### src/rtl/core/hpvc_pkg.sv
`timescale 1ns / 1ps
// Package for the hand pump volume controller: modes, actions, register
// indexes, reset values and the structs passed between its modules.
// No dependencies.
package hpvc_pkg;

  localparam int unsigned DistW   = 17;
  localparam int unsigned LevelW  = 16;
  localparam int unsigned AreaW   = 12;
  localparam int unsigned TimeW   = 32;
  localparam int unsigned VolumeW = 28;
  localparam int unsigned HeightW = DistW + 1;
  localparam int unsigned ProdW   = DistW + AreaW;
  localparam int unsigned CfgIdxW = 3;

  localparam logic [LevelW-1:0]  HandOnLevelRst     = 16'd1500;
  localparam logic [LevelW-1:0]  HandOffLevelRst    = 16'd2200;
  localparam logic [LevelW-1:0]  HandOffTimeoutRst  = 16'd500;
  localparam logic [LevelW-1:0]  CriticalLevelRst   = 16'd2000;
  localparam logic [AreaW-1:0]   TankAreaRst        = 12'd300;
  localparam logic [LevelW-1:0]  SettleMinRst       = 16'd1000;
  localparam logic [LevelW-1:0]  SettleMaxRst       = 16'd5000;
  localparam logic [LevelW-1:0]  MinDropRst         = 16'd30;

  localparam logic [TimeW-1:0]   CalcHoldMs = 32'd1000;
  localparam logic [TimeW-1:0]   ShowHoldMs = 32'd3000;
  localparam logic [ProdW-1:0]   VolumeMax  = 29'd268431360;

  typedef enum logic [2:0] {
    MODE_IDLE        = 3'd0,
    MODE_PUMPING     = 3'd1,
    MODE_STABILIZING = 3'd2,
    MODE_CALCULATING = 3'd3,
    MODE_SHOW        = 3'd4,
    MODE_CRITICAL    = 3'd5,
    MODE_REFILL      = 3'd6
  } mode_e;

  typedef enum logic [1:0] {
    ACT_NONE      = 2'd0,
    ACT_DISPENSED = 2'd1,
    ACT_ADDED     = 2'd2
  } action_e;

  typedef enum logic [CfgIdxW-1:0] {
    CFG_HAND_ON_LEVEL  = 3'd0,
    CFG_HAND_OFF_LEVEL = 3'd1,
    CFG_HAND_OFF_TMO   = 3'd2,
    CFG_CRITICAL_LEVEL = 3'd3,
    CFG_TANK_AREA      = 3'd4,
    CFG_SETTLE_MIN     = 3'd5,
    CFG_SETTLE_MAX     = 3'd6,
    CFG_MIN_DROP       = 3'd7
  } cfg_idx_e;

  typedef struct packed {
    logic [LevelW-1:0] hand_on_level;
    logic [LevelW-1:0] hand_off_level;
    logic [LevelW-1:0] away_timeout_ms;
    logic [LevelW-1:0] critical_level;
    logic [AreaW-1:0]  tank_area;
    logic [LevelW-1:0] settle_min_ms;
    logic [LevelW-1:0] settle_max_ms;
    logic [LevelW-1:0] min_drop;
  } cfg_t;

  typedef struct packed {
    logic signed [DistW-1:0] hand_distance;
    logic signed [DistW-1:0] water_distance;
    logic                    touch_pressed;
    logic                    water_settled;
    logic [TimeW-1:0]        now_ms;
  } item_t;

  typedef struct packed {
    logic               pump_on;
    mode_e              mode;
    logic [VolumeW-1:0] volume;
    logic               is_dispense;
  } result_t;

endpackage

### src/rtl/core/hpvc_cfg_regs.sv
`timescale 1ns / 1ps
// Configuration register file of the hand pump volume controller.
// Depends on hpvc_pkg for register indexes, reset values and cfg_t.
module hpvc_cfg_regs (
  input  logic                           clk_i,
  input  logic                           rst_ni,
  input  logic                           cfg_we_i,
  input  logic [hpvc_pkg::CfgIdxW-1:0]   cfg_index_i,
  input  logic [hpvc_pkg::LevelW-1:0]    cfg_data_i,
  output hpvc_pkg::cfg_t                 cfg_o
);
  import hpvc_pkg::*;

  cfg_t cfg_q;

  always_ff @(posedge clk_i or negedge rst_ni) begin
    if (!rst_ni) begin
      cfg_q.hand_on_level       <= HandOnLevelRst;
      cfg_q.hand_off_level      <= HandOffLevelRst;
      cfg_q.away_timeout_ms     <= HandOffTimeoutRst;
      cfg_q.critical_level      <= CriticalLevelRst;
      cfg_q.tank_area           <= TankAreaRst;
      cfg_q.settle_min_ms       <= SettleMinRst;
      cfg_q.settle_max_ms       <= SettleMaxRst;
      cfg_q.min_drop            <= MinDropRst;
    end else if (cfg_we_i) begin
      case (cfg_idx_e'(cfg_index_i))
        CFG_HAND_ON_LEVEL:  cfg_q.hand_on_level       <= cfg_data_i;
        CFG_HAND_OFF_LEVEL: cfg_q.hand_off_level      <= cfg_data_i;
        CFG_HAND_OFF_TMO:   cfg_q.away_timeout_ms     <= cfg_data_i;
        CFG_CRITICAL_LEVEL: cfg_q.critical_level      <= cfg_data_i;
        CFG_TANK_AREA:      cfg_q.tank_area           <= cfg_data_i[AreaW-1:0];
        CFG_SETTLE_MIN:     cfg_q.settle_min_ms       <= cfg_data_i;
        CFG_SETTLE_MAX:     cfg_q.settle_max_ms       <= cfg_data_i;
        CFG_MIN_DROP:       cfg_q.min_drop            <= cfg_data_i;
        default: ;
      endcase
    end
  end

  assign cfg_o = cfg_q;

endmodule

### src/rtl/core/hpvc_volume.sv
`timescale 1ns / 1ps
// Volume calculation: height change of the water surface times tank area,
// with the dispense threshold and the upper clamp. Depends on hpvc_pkg.
module hpvc_volume (
  input  hpvc_pkg::action_e                   action_i,
  input  logic signed [hpvc_pkg::DistW-1:0]   water_i,
  input  logic signed [hpvc_pkg::DistW-1:0]   start_water_i,
  input  logic [hpvc_pkg::LevelW-1:0]         min_drop_i,
  input  logic [hpvc_pkg::AreaW-1:0]          tank_area_i,
  output logic [hpvc_pkg::VolumeW-1:0]        volume_o
);
  import hpvc_pkg::*;

  logic signed [HeightW-1:0] h_disp;
  logic signed [HeightW-1:0] h_add;
  logic signed [HeightW-1:0] h_sel;
  logic                      disp_ok;
  logic [ProdW-1:0]          prod;

  assign h_disp  = HeightW'(water_i) - HeightW'(start_water_i);
  assign h_add   = HeightW'(start_water_i) - HeightW'(water_i);
  assign disp_ok = h_disp >= $signed({2'b00, min_drop_i});

  always_comb begin
    h_sel = '0;
    if (action_i == ACT_DISPENSED) begin
      if (disp_ok) begin
        h_sel = h_disp;
      end
    end else if (!h_add[HeightW-1]) begin
      h_sel = h_add;
    end
  end

  // The selected height is never negative, so its low bits are its magnitude.
  assign prod = ProdW'(h_sel[DistW-1:0]) * ProdW'(tank_area_i);

  assign volume_o = (prod > VolumeMax) ? VolumeMax[VolumeW-1:0] : prod[VolumeW-1:0];

endmodule

### src/rtl/core/hpvc_ctrl.sv
`timescale 1ns / 1ps
// Mode machine of the hand pump volume controller: pump hysteresis, absence
// timer, settle wait and refill. Depends on hpvc_pkg and hpvc_volume.
module hpvc_ctrl (
  input  logic              clk_i,
  input  logic              rst_ni,
  input  logic              step_i,
  input  hpvc_pkg::item_t   item_i,
  input  hpvc_pkg::cfg_t    cfg_i,
  output hpvc_pkg::result_t result_o
);
  import hpvc_pkg::*;

  mode_e                    mode_q, mode_d;
  logic                     pump_q, pump_d;
  logic                     prev_touch_q;
  logic signed [DistW-1:0]  start_water_q, start_water_d;
  logic [VolumeW-1:0]       last_result_q, last_result_d;
  logic [TimeW-1:0]         mark_time_q, mark_time_d;
  logic [TimeW-1:0]         away_since_q, away_since_d;
  logic                     away_valid_q, away_valid_d;
  action_e                  action_q, action_d;

  logic                     rising;
  logic                     hand_seen;
  logic                     hand_away;
  logic                     critical;
  logic [TimeW-1:0]         away_el;
  logic [TimeW-1:0]         mark_el;
  logic [VolumeW-1:0]       volume;

  assign rising    = item_i.touch_pressed && !prev_touch_q;
  assign hand_seen = (item_i.hand_distance > 0) &&
                     (item_i.hand_distance < $signed({1'b0, cfg_i.hand_on_level}));
  assign hand_away = (item_i.hand_distance > $signed({1'b0, cfg_i.hand_off_level})) ||
                     item_i.hand_distance[DistW-1];
  assign critical  = (item_i.water_distance > $signed({1'b0, cfg_i.critical_level})) ||
                     (item_i.water_distance <= 0);
  assign away_el   = item_i.now_ms - away_since_q;
  assign mark_el   = item_i.now_ms - mark_time_q;

  hpvc_volume u_volume (
    .action_i      (action_q),
    .water_i       (item_i.water_distance),
    .start_water_i (start_water_q),
    .min_drop_i    (cfg_i.min_drop),
    .tank_area_i   (cfg_i.tank_area),
    .volume_o      (volume)
  );

  always_comb begin
    mode_d        = mode_q;
    pump_d        = pump_q;
    start_water_d = start_water_q;
    last_result_d = last_result_q;
    mark_time_d   = mark_time_q;
    away_since_d  = away_since_q;
    away_valid_d  = away_valid_q;
    action_d      = action_q;
    case (mode_q)
      MODE_IDLE: begin
        pump_d = 1'b0;
        if (critical || rising) begin
          start_water_d = item_i.water_distance;
          mode_d        = MODE_REFILL;
        end else if (hand_seen) begin
          start_water_d = item_i.water_distance;
          pump_d        = 1'b1;
          mode_d        = MODE_PUMPING;
        end
      end
      MODE_PUMPING: begin
        if (critical) begin
          pump_d        = 1'b0;
          start_water_d = item_i.water_distance;
          mode_d        = MODE_REFILL;
        end else if (hand_away) begin
          if (!away_valid_q) begin
            away_since_d = item_i.now_ms;
            away_valid_d = 1'b1;
          end else if (away_el > TimeW'(cfg_i.away_timeout_ms)) begin
            pump_d       = 1'b0;
            mark_time_d  = item_i.now_ms;
            action_d     = ACT_DISPENSED;
            away_valid_d = 1'b0;
            mode_d       = MODE_STABILIZING;
          end
        end else begin
          away_valid_d = 1'b0;
        end
      end
      MODE_STABILIZING: begin
        if (hand_seen) begin
          pump_d = 1'b1;
          mode_d = MODE_PUMPING;
        end else if ((mark_el >= TimeW'(cfg_i.settle_min_ms)) &&
                     (item_i.water_settled || (mark_el >= TimeW'(cfg_i.settle_max_ms)))) begin
          last_result_d = volume;
          mark_time_d   = item_i.now_ms;
          mode_d        = MODE_CALCULATING;
        end
      end
      MODE_CALCULATING: begin
        if (hand_seen) begin
          pump_d = 1'b1;
          mode_d = MODE_PUMPING;
        end else if (mark_el > CalcHoldMs) begin
          mark_time_d = item_i.now_ms;
          mode_d      = MODE_SHOW;
        end
      end
      MODE_SHOW: begin
        if (hand_seen) begin
          pump_d = 1'b1;
          mode_d = MODE_PUMPING;
        end else if (mark_el > ShowHoldMs) begin
          mode_d = MODE_IDLE;
        end
      end
      MODE_REFILL: begin
        pump_d = 1'b0;
        if (rising && !critical) begin
          mark_time_d = item_i.now_ms;
          action_d    = ACT_ADDED;
          mode_d      = MODE_STABILIZING;
        end
      end
      default: begin
        mode_d = MODE_IDLE;
      end
    endcase
  end

  always_ff @(posedge clk_i or negedge rst_ni) begin
    if (!rst_ni) begin
      mode_q        <= MODE_IDLE;
      pump_q        <= 1'b0;
      prev_touch_q  <= 1'b0;
      start_water_q <= '0;
      last_result_q <= '0;
      mark_time_q   <= '0;
      away_since_q  <= '0;
      away_valid_q  <= 1'b0;
      action_q      <= ACT_NONE;
    end else if (step_i) begin
      mode_q        <= mode_d;
      pump_q        <= pump_d;
      prev_touch_q  <= item_i.touch_pressed;
      start_water_q <= start_water_d;
      last_result_q <= last_result_d;
      mark_time_q   <= mark_time_d;
      away_since_q  <= away_since_d;
      away_valid_q  <= away_valid_d;
      action_q      <= action_d;
    end
  end

  assign result_o.pump_on     = pump_d;
  assign result_o.mode        = mode_d;
  assign result_o.volume      = last_result_d;
  assign result_o.is_dispense = (action_d == ACT_DISPENSED);

endmodule

### src/rtl/core/hand_pump_volume_controller_unit.sv
`timescale 1ns / 1ps
// Hand pump volume controller, top level. One input transaction is one
// control tick: hand distance, water distance, touch level, surface-stable
// flag and a millisecond timestamp. Every tick yields exactly one output
// transaction with the pump drive, the mode code, the last measured volume
// and whether it was a dispense.
// An accepted tick is held in an input register; the mode machine and the
// volume multiplier evaluate it and, once the output register is free, the
// result is written to the output register and out_valid_o rises. One tick
// is accepted every cycle while the output side takes results; the rate is
// set by the update of the mode state. When the receiver asserts out_stall_i
// the output holds its transaction; the input register still accepts one
// more tick, after which in_stall_o rises until the output is taken. The
// controller state only advances when a tick moves into the output register,
// so nothing is lost or repeated. Reset empties both registers, returns to
// idle with the pump off and loads the configuration defaults. Configuration
// registers are written through cfg_we_i, cfg_index_i and cfg_data_i; the
// user must write them only while no tick is in flight, as the block itself
// does not enforce it.
module hand_pump_volume_controller_unit (
  input  logic                                  clk_i,
  input  logic                                  rst_ni,
  input  logic                                  cfg_we_i,
  input  logic [hpvc_pkg::CfgIdxW-1:0]          cfg_index_i,
  input  logic [hpvc_pkg::LevelW-1:0]           cfg_data_i,
  input  logic                                  in_valid_i,
  output logic                                  in_stall_o,
  input  logic signed [hpvc_pkg::DistW-1:0]     hand_distance_i,
  input  logic signed [hpvc_pkg::DistW-1:0]     water_distance_i,
  input  logic                                  touch_pressed_i,
  input  logic                                  water_settled_i,
  input  logic [hpvc_pkg::TimeW-1:0]            now_ms_i,
  output logic                                  out_valid_o,
  input  logic                                  out_stall_i,
  output logic                                  pump_on_o,
  output logic [2:0]                            mode_code_o,
  output logic [hpvc_pkg::VolumeW-1:0]          result_volume_o,
  output logic                                  result_dispensed_o
);
  import hpvc_pkg::*;

  cfg_t    cfg;
  item_t   in_item;
  item_t   s1_item_q;
  logic    s1_valid_q, s1_valid_d;
  result_t next_res;
  result_t out_q;
  logic    out_valid_q, out_valid_d;
  logic    advance;
  logic    accept;

  hpvc_cfg_regs u_cfg (
    .clk_i       (clk_i),
    .rst_ni      (rst_ni),
    .cfg_we_i    (cfg_we_i),
    .cfg_index_i (cfg_index_i),
    .cfg_data_i  (cfg_data_i),
    .cfg_o       (cfg)
  );

  assign in_item.hand_distance  = hand_distance_i;
  assign in_item.water_distance = water_distance_i;
  assign in_item.touch_pressed  = touch_pressed_i;
  assign in_item.water_settled  = water_settled_i;
  assign in_item.now_ms         = now_ms_i;

  assign advance    = s1_valid_q && (!out_valid_q || !out_stall_i);
  assign in_stall_o = s1_valid_q && out_valid_q && out_stall_i;
  assign accept     = in_valid_i && !in_stall_o;

  always_comb begin
    s1_valid_d = s1_valid_q;
    if (accept) begin
      s1_valid_d = 1'b1;
    end else if (advance) begin
      s1_valid_d = 1'b0;
    end
    out_valid_d = out_valid_q;
    if (advance) begin
      out_valid_d = 1'b1;
    end else if (!out_stall_i) begin
      out_valid_d = 1'b0;
    end
  end

  always_ff @(posedge clk_i or negedge rst_ni) begin
    if (!rst_ni) begin
      s1_valid_q  <= 1'b0;
      out_valid_q <= 1'b0;
    end else begin
      s1_valid_q  <= s1_valid_d;
      out_valid_q <= out_valid_d;
    end
  end

  always_ff @(posedge clk_i) begin
    if (accept) begin
      s1_item_q <= in_item;
    end
    if (advance) begin
      out_q <= next_res;
    end
  end

  hpvc_ctrl u_ctrl (
    .clk_i    (clk_i),
    .rst_ni   (rst_ni),
    .step_i   (advance),
    .item_i   (s1_item_q),
    .cfg_i    (cfg),
    .result_o (next_res)
  );

  assign out_valid_o          = out_valid_q;
  assign pump_on_o            = out_q.pump_on;
  assign mode_code_o          = out_q.mode;
  assign result_volume_o      = out_q.volume;
  assign result_dispensed_o   = out_q.is_dispense;

`ifndef NO_ASSERTIONS
  a_pump_only_when_pumping: assert property (@(posedge clk_i) disable iff (!rst_ni)
    out_valid_o |-> (pump_on_o == (mode_code_o == MODE_PUMPING)))
    else $error("pump drive disagrees with the reported mode");

  a_stall_only_when_full: assert property (@(posedge clk_i) disable iff (!rst_ni)
    in_stall_o |-> (out_valid_o && out_stall_i))
    else $error("input stalled while the output side can move");

  a_new_result_after_step: assert property (@(posedge clk_i) disable iff (!rst_ni)
    advance |=> out_valid_o)
    else $error("a processed tick did not produce an output transaction");
`endif

endmodule
### config.mk
export PLATFORM = sky130hd
export DESIGN_NAME = hand_pump_volume_controller_unit
export DESIGN_NICKNAME = d
export VERILOG_FILES = /design/src/rtl/core/hpvc_pkg.sv /design/src/rtl/core/hpvc_cfg_regs.sv /design/src/rtl/core/hpvc_volume.sv /design/src/rtl/core/hpvc_ctrl.sv /design/src/rtl/core/hand_pump_volume_controller_unit.sv
export SDC_FILE = /design/constraint.sdc
export NUM_CORES = 1
export LEC_CHECK = 0
export ABC_AREA = 1
export ABC_CLOCK_PERIOD_IN_PS = 24000
export CAP_MARGIN = 20
export CORE_ASPECT_RATIO = 1.4
export CORE_MARGIN = 2
export CORE_UTILIZATION = 45
export CTS_BUF_LIST = sky130_fd_sc_hd__clkbuf_4
export DETAILED_ROUTE_END_ITERATION = 10
export DONT_BUFFER_PORTS = 1
export GPL_ROUTABILITY_DRIVEN = 0
export SKIP_CTS_REPAIR_TIMING = 1
export SKIP_LAST_GASP = 1
export SYNTH_ARGS = -nofsm -noshare
export SYNTH_HDL_FRONTEND = slang
export SYNTH_SLANG_ARGS = --single-unit
export TNS_END_PERCENT = 20
### constraint.sdc
create_clock -name clk_i -period 24 [get_ports clk_i]
set_input_delay 3.6 -clock clk_i [delete_from_list [all_inputs] [get_ports clk_i]]
set_output_delay 3.6 -clock clk_i [all_outputs]
set_load 0.03 [all_outputs]
Yosys cells after proc, flatten, opt, wreduce, memory -nomap -nowiden
Cells that the tools add are included.
{"block": "op_classes", "add_sub_neg": 4, "n_mul": 1, "n_lt_le_gt_ge": 12, "n_eq_ne": 26, "mux": 56, "bitwise_logic": 2, "n_reduce_logical": 36}
{"operator": "$mux 32", "n": 9}
{"operator": "$pmux 32 s4", "n": 1}
{"operator": "$mux 28", "n": 4}
{"operator": "$mux 17", "n": 6}
{"operator": "$ge 32x16->1", "n": 2}
{"operator": "$sub 32x32->32", "n": 2}
{"operator": "$mux 3", "n": 13}
{"operator": "$sub 17x17->18", "n": 2}
{"operator": "$gt 17x17->1", "n": 2}
{"operator": "$pmux 17 s2", "n": 1}
{"operator": "$gt 32x10->1 const B", "n": 1}
{"operator": "$gt 32x12->1 const B", "n": 1}
{"operator": "$gt 32x16->1", "n": 1}
{"operator": "$gt 29x28->1 const B", "n": 1}
{"operator": "$mul 17x12->29", "n": 1}
{"operator": "$eq 3x3->1 const B", "n": 6}
{"operator": "$ge 18x17->1", "n": 1}
{"operator": "$pmux 3 s6", "n": 1}
{"operator": "$gt 17x1->1 const B", "n": 1}
{"operator": "$le 17x1->1 const B", "n": 1}
{"operator": "$lt 17x17->1", "n": 1}
{"operator": "$ne 2x1->1 const B", "n": 8}
{"operator": "$reduce_and 2->1", "n": 8}
{"operator": "$mux 1", "n": 14}
{"operator": "other kinds (20)", "n": 49}
{"block": "word_totals", "reg_bits": 344, "word_cells": 165}

Depth between registers and ports, before layout
Gate-level depths: netlist of run 1.
{"block": "logic_depth", "word_depth": 10, "depth_mapped": 60, "ltp_nobuf": 58}

By module
A second synthesis of run 1 with hierarchy kept.
{"block": "unflattened", "cells_unflattened": 4270, "area_unflattened_um2": 30880.9}
{"module": "hpvc_ctrl", "n_inst": 1, "cells_each": 2167, "area_each_um2": 13226.4, "seq_area_each_um2": 2927.8}
{"module": "hpvc_volume", "n_inst": 1, "cells_each": 1432, "area_each_um2": 9611.7, "seq_area_each_um2": 0.0}
{"module": "hpvc_cfg_regs", "n_inst": 1, "cells_each": 558, "area_each_um2": 4914.7, "seq_area_each_um2": 3155.5}
{"module": "hand_pump_volume_controller_unit", "n_inst": 1, "cells_each": 113, "area_each_um2": 3128.0, "seq_area_each_um2": 3083.0}

Worst setup path after synthesis of run 1
OpenSTA, ideal clock, no wires.
{"block": "synth_timing", "kind": "reg2reg", "from": "reg s1_item_q[38] (netlist bit)", "to": "reg out_q, in the netlist result_volume_o[16] (data pin)", "arrival_ps": 8454, "setup_slack_ps": 15291, "path_stages_with_launch": 50, "period_less_slack_ps": 8709, "path_cell_list": "edfxtp_1 inv_1 ha_1 clkbuf_2 nand2_1 inv_1 nand2_1 nand2_1 a21oi_1 inv_1 a21oi_2 inv_1 a21oi_1 inv_1 a21oi_1 xnor2_1 ha_1 nand2_1 (+14 left out) fa_1 inv_1 fa_1 inv_1 ha_1 nand2_1 nor2_1 nand4_1 or2_2 nand4_1 xor2_1 nand4_1 nor2_1 nand3_1 nand2_2 buf_6 nand3b_1 and2_1"}
{"item": "from (decl)", "line": "hand_pump_volume_controller_unit.sv:44", "text": "item_t s1_item_q;"}
{"item": "from (signal assigned)", "line": "hand_pump_volume_controller_unit.sv:98", "text": "s1_item_q <= in_item;"}
{"item": "to (signal assigned)", "line": "hand_pump_volume_controller_unit.sv:101", "text": "out_q <= next_res;"}
{"item": "to (decl)", "line": "hand_pump_volume_controller_unit.sv:47", "text": "result_t out_q;"}

==> results.json, run 1 <==
{
  "cts_tree": "done",
  "grt_util_all_layers_pct": 25.7,
  "drt_drc_violations_left": 0,
  "yosysSeqAreaShare_pct": 30.0,
  "synth_area_per_cell_sq_um": 7.18,
  "synth_nets": 4780,
  "yosys.area_share.adder_pct": 21.3,
  "grt_first_pass_wirelength_mm": 141,
  "r2r_setup_slack_ns": 13.87,
  "final.min_clock_period_ns": 10.13,
  "critical_path_class": "flop to flop",
  "synth_cell_type_count": 52,
  "crit_path_top_delay_cell": "fa_1",
  "post-route-period-util_pct": 42.2,
  "clkSinkCount": 344,
  "tightestPinTransition_ns": 0.971,
  "timing_max_transition_violations_final": 0,
  "achievable-frequency_ghz": 0.0987,
  "finalNetCount": 4793,
  "dr.pass1.iters": 6,
  "rsz0062_at_grt": "no",
  "die_h_um": 312,
  "synth_flop_cell": "dfrtp_1",
  "design.die.area_sq_um": 70100,
  "num_io_pins": 127,
  "post_drt_wl_per_cell_um": 16.8,
  "synth_simple_gate_area_share_pct": 26.8,
  "cp_data_arrival_time_ns": 10.76,
  "path_common_cell": "inv_1",
  "run_status": "finished clean",
  "ys.warnings.count": 0,
  "asyncSetResetFlopFracSynth_pct": 70.6,
  "endpoint_kind": "flop",
  "timing_hold_violations_final": 0,
  "timing.max_slew.rel_slack_pct": 35.1,
  "dp_hpwl_mm": 69.3,
  "rows": 113,
  "drtIter0Drc": 1684,
  "synthXorXnorAreaFrac_pct": 2.03,
  "io_buffer_count": 0,
  "multi_input_area_sq_um": 17700,
  "largest_net_degree_at_the_start_of_global_routing": 244,
  "number_of_filler_instances_in_the_final_layout": 7008,
  "cp_data_required_time_ns": 24.64,
  "setup_viol_count_final": 0,
  "setup.worst_path.start_class": "flop",
  "via_count_of_the_first_global_routing_pass": 26600,
  "cpPeakStageDelay_ns": 0.56,
  "cts-root-buf": "clkbuf_4",
  "syn_inst": 4260,
  "viasPerCell": 5.11,
  "overall_via_count_from_detail_route": 26700,
  "antenna_left": 0,
  "number_of_enable_flip_flop_cells_after_synthesis": 101,
  "largest_family_of_logic_cells_by_synthesized_area": "simple AND/OR/NAND/NOR gates",
  "cts.path.max_buffers": 3,
  "fin_worst_skew_ns": 0.0613,
  "timing.critical_path.fanout_max": 27,
  "htree_levels": 3,
  "synth_area_sq_um": 30600,
  "clock_transition_at_the_registers_of_the_reported_paths_ns": 0.07,
  "cts_inserted_buffers": 93,
  "insertion_delay_ns": 0.90,
  "wire_length_reported_by_the_detailed_router_mm": 87.7,
  "mux_contribution_to_synthesized_area_pct": 0.0368,
  "area.growth.synth_to_final_pct": 6.62,
  "maxCapViolCount": 0,
  "final-seq-area_sq_um": 9170,
  "floorplan.initialDensity_pct": 45.2,
  "worstHoldPathType": "flop to flop",
  "floorplan.core_area_sq_um": 67600,
  "grt_antenna_before_repair": 6,
  "drive_above_1_share_pct": 5.77,
  "synth_seq_cells": 344,
  "synth-compound-area-share_pct": 7.52,
  "die_width_um": 224,
  "grt-ovfl-total": 0,
  "final.setup.tns_ns": 0
}
-- worst max-delay path, delay by kind of cell (launching register included) --
| kind | cells | cell delay, ns |
|---|---|---|
| xor+xnor | 2 | 0.46 |
| fa+ha+maj | 8 | 3.74 |
| flops | 1 | 0.41 |
| compound gates | 6 | 1.23 |
| buf+inv | 9 | 0.72 |
| simple gates | 24 | 3.26 |
-- registers in the layout, indices dropped and copies added, names as in the netlist, 2 cells and up --
register / cells
u_cfg.cfg_o: 124
s1_item_q: 68
u_ctrl.away_since_q: 32
u_ctrl.mark_time_q: 32
result_volume_o: 28
u_ctrl.last_result_q: 28
u_ctrl.start_water_q: 17
mode_code_o: 3
u_ctrl.mode_q: 3
u_ctrl.action_q: 2
-- cell families after synthesis --
kind of cell	Yosys count
buffers and inverters	984
xor gates and xnor gates	71
muxes	1
adders and majority gates	428
DFF	344
and+or+nand+nor	1997
AOI/OAI and AO/OA	435
-- worst paths after layout --
check,startpoint,end,cells after the start
worst min register to register,u_ctrl.mark_time_q[10],u_ctrl.mark_time_q[10],2
max in group asynchronous,rst_ni,u_ctrl.last_result_q[13],0
worst max-delay path,s1_item_q[36],result_volume_o[13],49
worst min-delay path,u_ctrl.mark_time_q[10],u_ctrl.mark_time_q[10],2
worst max register to register,s1_item_q[36],result_volume_o[13],49
min in group asynchronous,rst_ni,u_cfg.cfg_o[5],0
-- area by class of cell --
type	count	share of cell area, %
Sequential cell	344	28.1
Tap cell	862	3.31
Multi-Input combinational cell	2932	54.2
Clock inverter	39	0.744
Antenna cell	7	0.0537
Inverter	892	10.3
Clock buffer	135	3.11
Timing Repair Buffer	10	0.230
-- per-layer routing --
| metal | share of wire (%) | track usage [%] | routed length [um] | vias up |
|---|---|---|---|---|
| met5 | 0 | 0 | 0 | - |
| met4 | 5.6 | 14.0 | 4930 | 0 |
| met3 | 5.1 | 4.36 | 4510 | 241 |
| met2 | 50 | 45.4 | 43600 | 735 |
| met1 | 40 | 29.5 | 34700 | 12400 |
| li1 | - | - | - | 13300 |
-- synth_stat cells, types with 2 or more instances --
master	count	area share (%)
clkbuf_2	7	0.11
a21o_1	5	0.12
dfrtp_1	201	16
ha_1	274	11
buf_2	10	0.16
nor2_2	11	0.23
inv_2	2	0.025
xnor2_1	21	0.60
nand3_2	7	0.23
buf_4	6	0.15
o21ai_0	205	3.4
nand4_1	64	1.3
clkbuf_1	60	0.74
o21bai_1	8	0.20
o221ai_1	2	0.057
inv_1	883	11
nand2_2	10	0.20
o211ai_1	9	0.22
edfxtp_1	101	9.9
a21boi_0	3	0.074
and2_1	17	0.35
nor3_1	27	0.44
o31ai_1	2	0.049
nand3b_1	8	0.20
nand3_1	201	3.3
buf_1	5	0.061
a21oi_1	182	3.0
buf_6	4	0.15
nor2_1	341	4.2
clkinv_1	6	0.074
nand2_1	1281	16
or2_2	7	0.14
fa_1	154	10
and3_1	6	0.12
nor4_1	11	0.23
or4_1	2	0.049
o21a_1	3	0.074
a211oi_1	7	0.17
xor2_1	50	1.4
a31oi_1	4	0.082
dfstp_2	42	3.6
-- stage by stage --
step                cells  area [sq um]  utilization [%]  hold slack (ns)  setup slack [ns]
floorplan            4260         30600                -            0.434             15.29
detailed placement   5040         31300             46.4            0.458             13.88
CTS                  5214         32600             48.2            0.472             13.86
finish               5221         32600             48.2            0.469             13.87
global placement     5040         31300             46.4            0.454             13.96
global route         5216         32600             48.2            0.488             13.02
-- placed cells by master, fill, tap and decap left out, types with 3 or more instances in the layout --
master     netlist  layout
nand4_1         64      64
or2_2            7       7
nand2_1       1281    1280
nand3_2          7       7
dfstp_2         42      42
o21bai_1         8       8
a21oi_1        182     182
o211ai_1         9       9
diode_2          0       7
nand2_2         10      11
o21a_1           3       3
edfxtp_1       101     101
a21o_1           5       5
a21boi_0         3       3
nor3_1          27      26
clkinv_2         1      11
o21ai_0        205     205
a31oi_1          4       4
buf_4            6      10
nand3_1        201     201
and3_1           6       6
inv_2            2       5
nor2_1         341     339
xnor2_1         21      21
a211oi_1         7       7
fa_1           154     154
ha_1           274     274
nor4_1          11      11
inv_1          883     882
dfrtp_1        201     201
clkbuf_4         0     135
and2_1          17      17
clkinv_1         6      29
nor2_2          11      12
xor2_1          50      50
bufinv_16        0       3
nand3b_1         8       8
Power of run 1 is left out: the tool's default activity adds up to more than one toggle a clock period on the data nets, which glitch-free logic cannot reach.
==> inputs of run 2 (changes only) <==
--- a/config.mk
+++ b/config.mk
@@ -6,7 +6,7 @@
 export NUM_CORES = 1
 export LEC_CHECK = 0
 export ABC_AREA = 1
-export ABC_CLOCK_PERIOD_IN_PS = 24000
+export ABC_CLOCK_PERIOD_IN_PS = 9550
 export CAP_MARGIN = 20
 export CORE_ASPECT_RATIO = 1.4
 export CORE_MARGIN = 2
==> constraint.sdc (replaced) <==
create_clock -name clk_i -period 9.55 [get_ports clk_i]
set_input_delay 1.4325 -clock clk_i [delete_from_list [all_inputs] [get_ports clk_i]]
set_output_delay 1.4325 -clock clk_i [all_outputs]
set_load 0.03 [all_outputs]
==> results.json, run 2 (synthesized netlist as in run 1, its figures left out) <==
{
  "run_status": "finished clean",
  "floorplan.initialDensity_pct": 45.2,
  "num_io_pins": 127,
  "drtIter0Drc": 1646,
  "number_of_filler_instances_in_the_final_layout": 6887,
  "wire_length_reported_by_the_detailed_router_mm": 87.4,
  "cts_tree": "done",
  "clock_transition_at_the_registers_of_the_reported_paths_ns": 0.07,
  "cp_data_arrival_time_ns": 9.72,
  "maxCapViolCount": 0,
  "post_drt_wl_per_cell_um": 16.6,
  "overall_via_count_from_detail_route": 26500,
  "cpPeakStageDelay_ns": 0.53,
  "globalRouteMet3Util_pct": 4.32,
  "cts-root-buf": "clkbuf_4",
  "floorplan.core_area_sq_um": 67600,
  "timing.critical_path.fanout_max": 11,
  "mostFrequentLayoutCell": "nand2_1",
  "antenna_left": 0,
  "final.setup.tns_ns": 0,
  "drt_drc_violations_left": 0,
  "via_count_of_the_first_global_routing_pass": 26200,
  "grt_antenna_before_repair": 10,
  "cts.path.max_buffers": 3,
  "area.growth.synth_to_final_pct": 8.68,
  "multi_input_area_sq_um": 18000,
  "globalRoute.busiestLayer": "met2",
  "dr.pass1.iters": 5,
  "grt-ovfl-total": 0,
  "crit_path_top_delay_cell": "edfxtp_1",
  "viasPerCell": 5.04,
  "grt.met1_usage_pct": 29.2,
  "timing_hold_violations_final": 0,
  "use_met2_pct": 44.6,
  "grt_util_all_layers_pct": 25.3,
  "fin_worst_skew_ns": 0.0549,
  "setup_viol_count_final": 0,
  "die_width_um": 224,
  "die_h_um": 312,
  "grt_first_pass_wirelength_mm": 138,
  "path_common_cell": "inv_1",
  "largest_net_degree_at_the_start_of_global_routing": 244,
  "final-seq-area_sq_um": 9170,
  "clkSinkCount": 344,
  "htree_levels": 3,
  "tightestPinTransition_ns": 1.00,
  "postLayoutCellArea_sq_um": 33200,
  "endpoint_kind": "flop",
  "achievable-frequency_ghz": 0.109,
  "cts_inserted_buffers": 89,
  "dpl_cell_area_sq_um": 31500,
  "insertion_delay_ns": 0.87,
  "finalNetCount": 4834,
  "dp_hpwl_mm": 68.8,
  "cp_data_required_time_ns": 10.13,
  "rows": 113,
  "drive_above_1_share_pct": 7.84,
  "final_cell_mix": "1268 x nand2_1, 875 x inv_1, 334 x nor2_1, 263 x ha_1, 201 x dfrtp_1",
  "design.die.area_sq_um": 70100,
  "largest_reg_flops": 124,
  "final.min_clock_period_ns": 9.14,
  "timing_max_transition_violations_final": 0,
  "critical_path_class": "flop to flop",
  "worstHoldPathType": "input port to asynchronous set/reset pin",
  "setup.worst_path.start_class": "flop",
  "io_buffer_count": 0,
  "timing.max_slew.rel_slack_pct": 33.2,
  "post-route-period-util_pct": 95.7
}
## run 2: cell types whose count changed in the layout (fill, tap and decap cells not counted), moves of 7 or more
cell	before	now
a21oi_2	1	8
ha_1	274	263
nand2_2	11	21
clkbuf_4	135	112
a21oi_1	182	172
inv_1	882	875
buf_4	10	51
nand2_1	1280	1268
## run 2: worst max-delay path, delay by kind of cell, from the launching register on
kind | cells | cell delay (ns)
adders and majority gates | 8 | 3.51
and+or+nand+nor | 22 | 3.04
buffers and inverters | 10 | 1.02
DFF | 1 | 0.53
xor gates and xnor gates | 2 | 0.45
AOI/OAI and AO/OA | 2 | 0.26
## run 2: final timing paths
check	cells after the start	slack (ns)	startpoint	to
hold reg to reg	2	0.47	u_ctrl.mark_time_q[8]	u_ctrl.mark_time_q[8]
setup reg to reg	44	0.41	s1_item_q[45]	result_volume_o[16]
hold / removal	0	0.32	rst_ni	u_cfg.cfg_o[109]
min in group clk_i	2	0.47	u_ctrl.mark_time_q[8]	u_ctrl.mark_time_q[8]
setup / recovery	44	0.41	s1_item_q[45]	result_volume_o[16]
max in group asynchronous	0	8.61	rst_ni	u_ctrl.last_result_q[22]
## run 2: area by class of cell
type	instances	area share (%)
sequential	344	27.6
multi-input combinational	2934	54.2
tap	862	3.25
clock inverter	55	0.960
antenna	9	0.0678
inverter	892	10.2
timing repair buffer	53	1.29
clock buffer	112	2.53
## run 2: metrics by stage
step / hold WS, ns / cells / setup WS, ns / utilization [%]
after floorplan: 0.434 / 4260 / 0.841 / -
after global placement: 0.453 / 5058 / 0.154 / 46.6
after detailed placement: 0.458 / 5058 / 0.0126 / 46.6
after CTS: 0.183 / 5225 / -0.0444 / 48.3
after global routing: 0.235 / 5260 / -0.0669 / 49.2
final: 0.323 / 5261 / 0.407 / 49.2
## run 2: routing by layer
metal  routed length (um)  share of wire, %
met5                    7            0.0080
met2                43100                49
met4                 4870               5.6
met3                 4060               4.6
met1                35400                41
Power of run 2 is left out for the same reason.
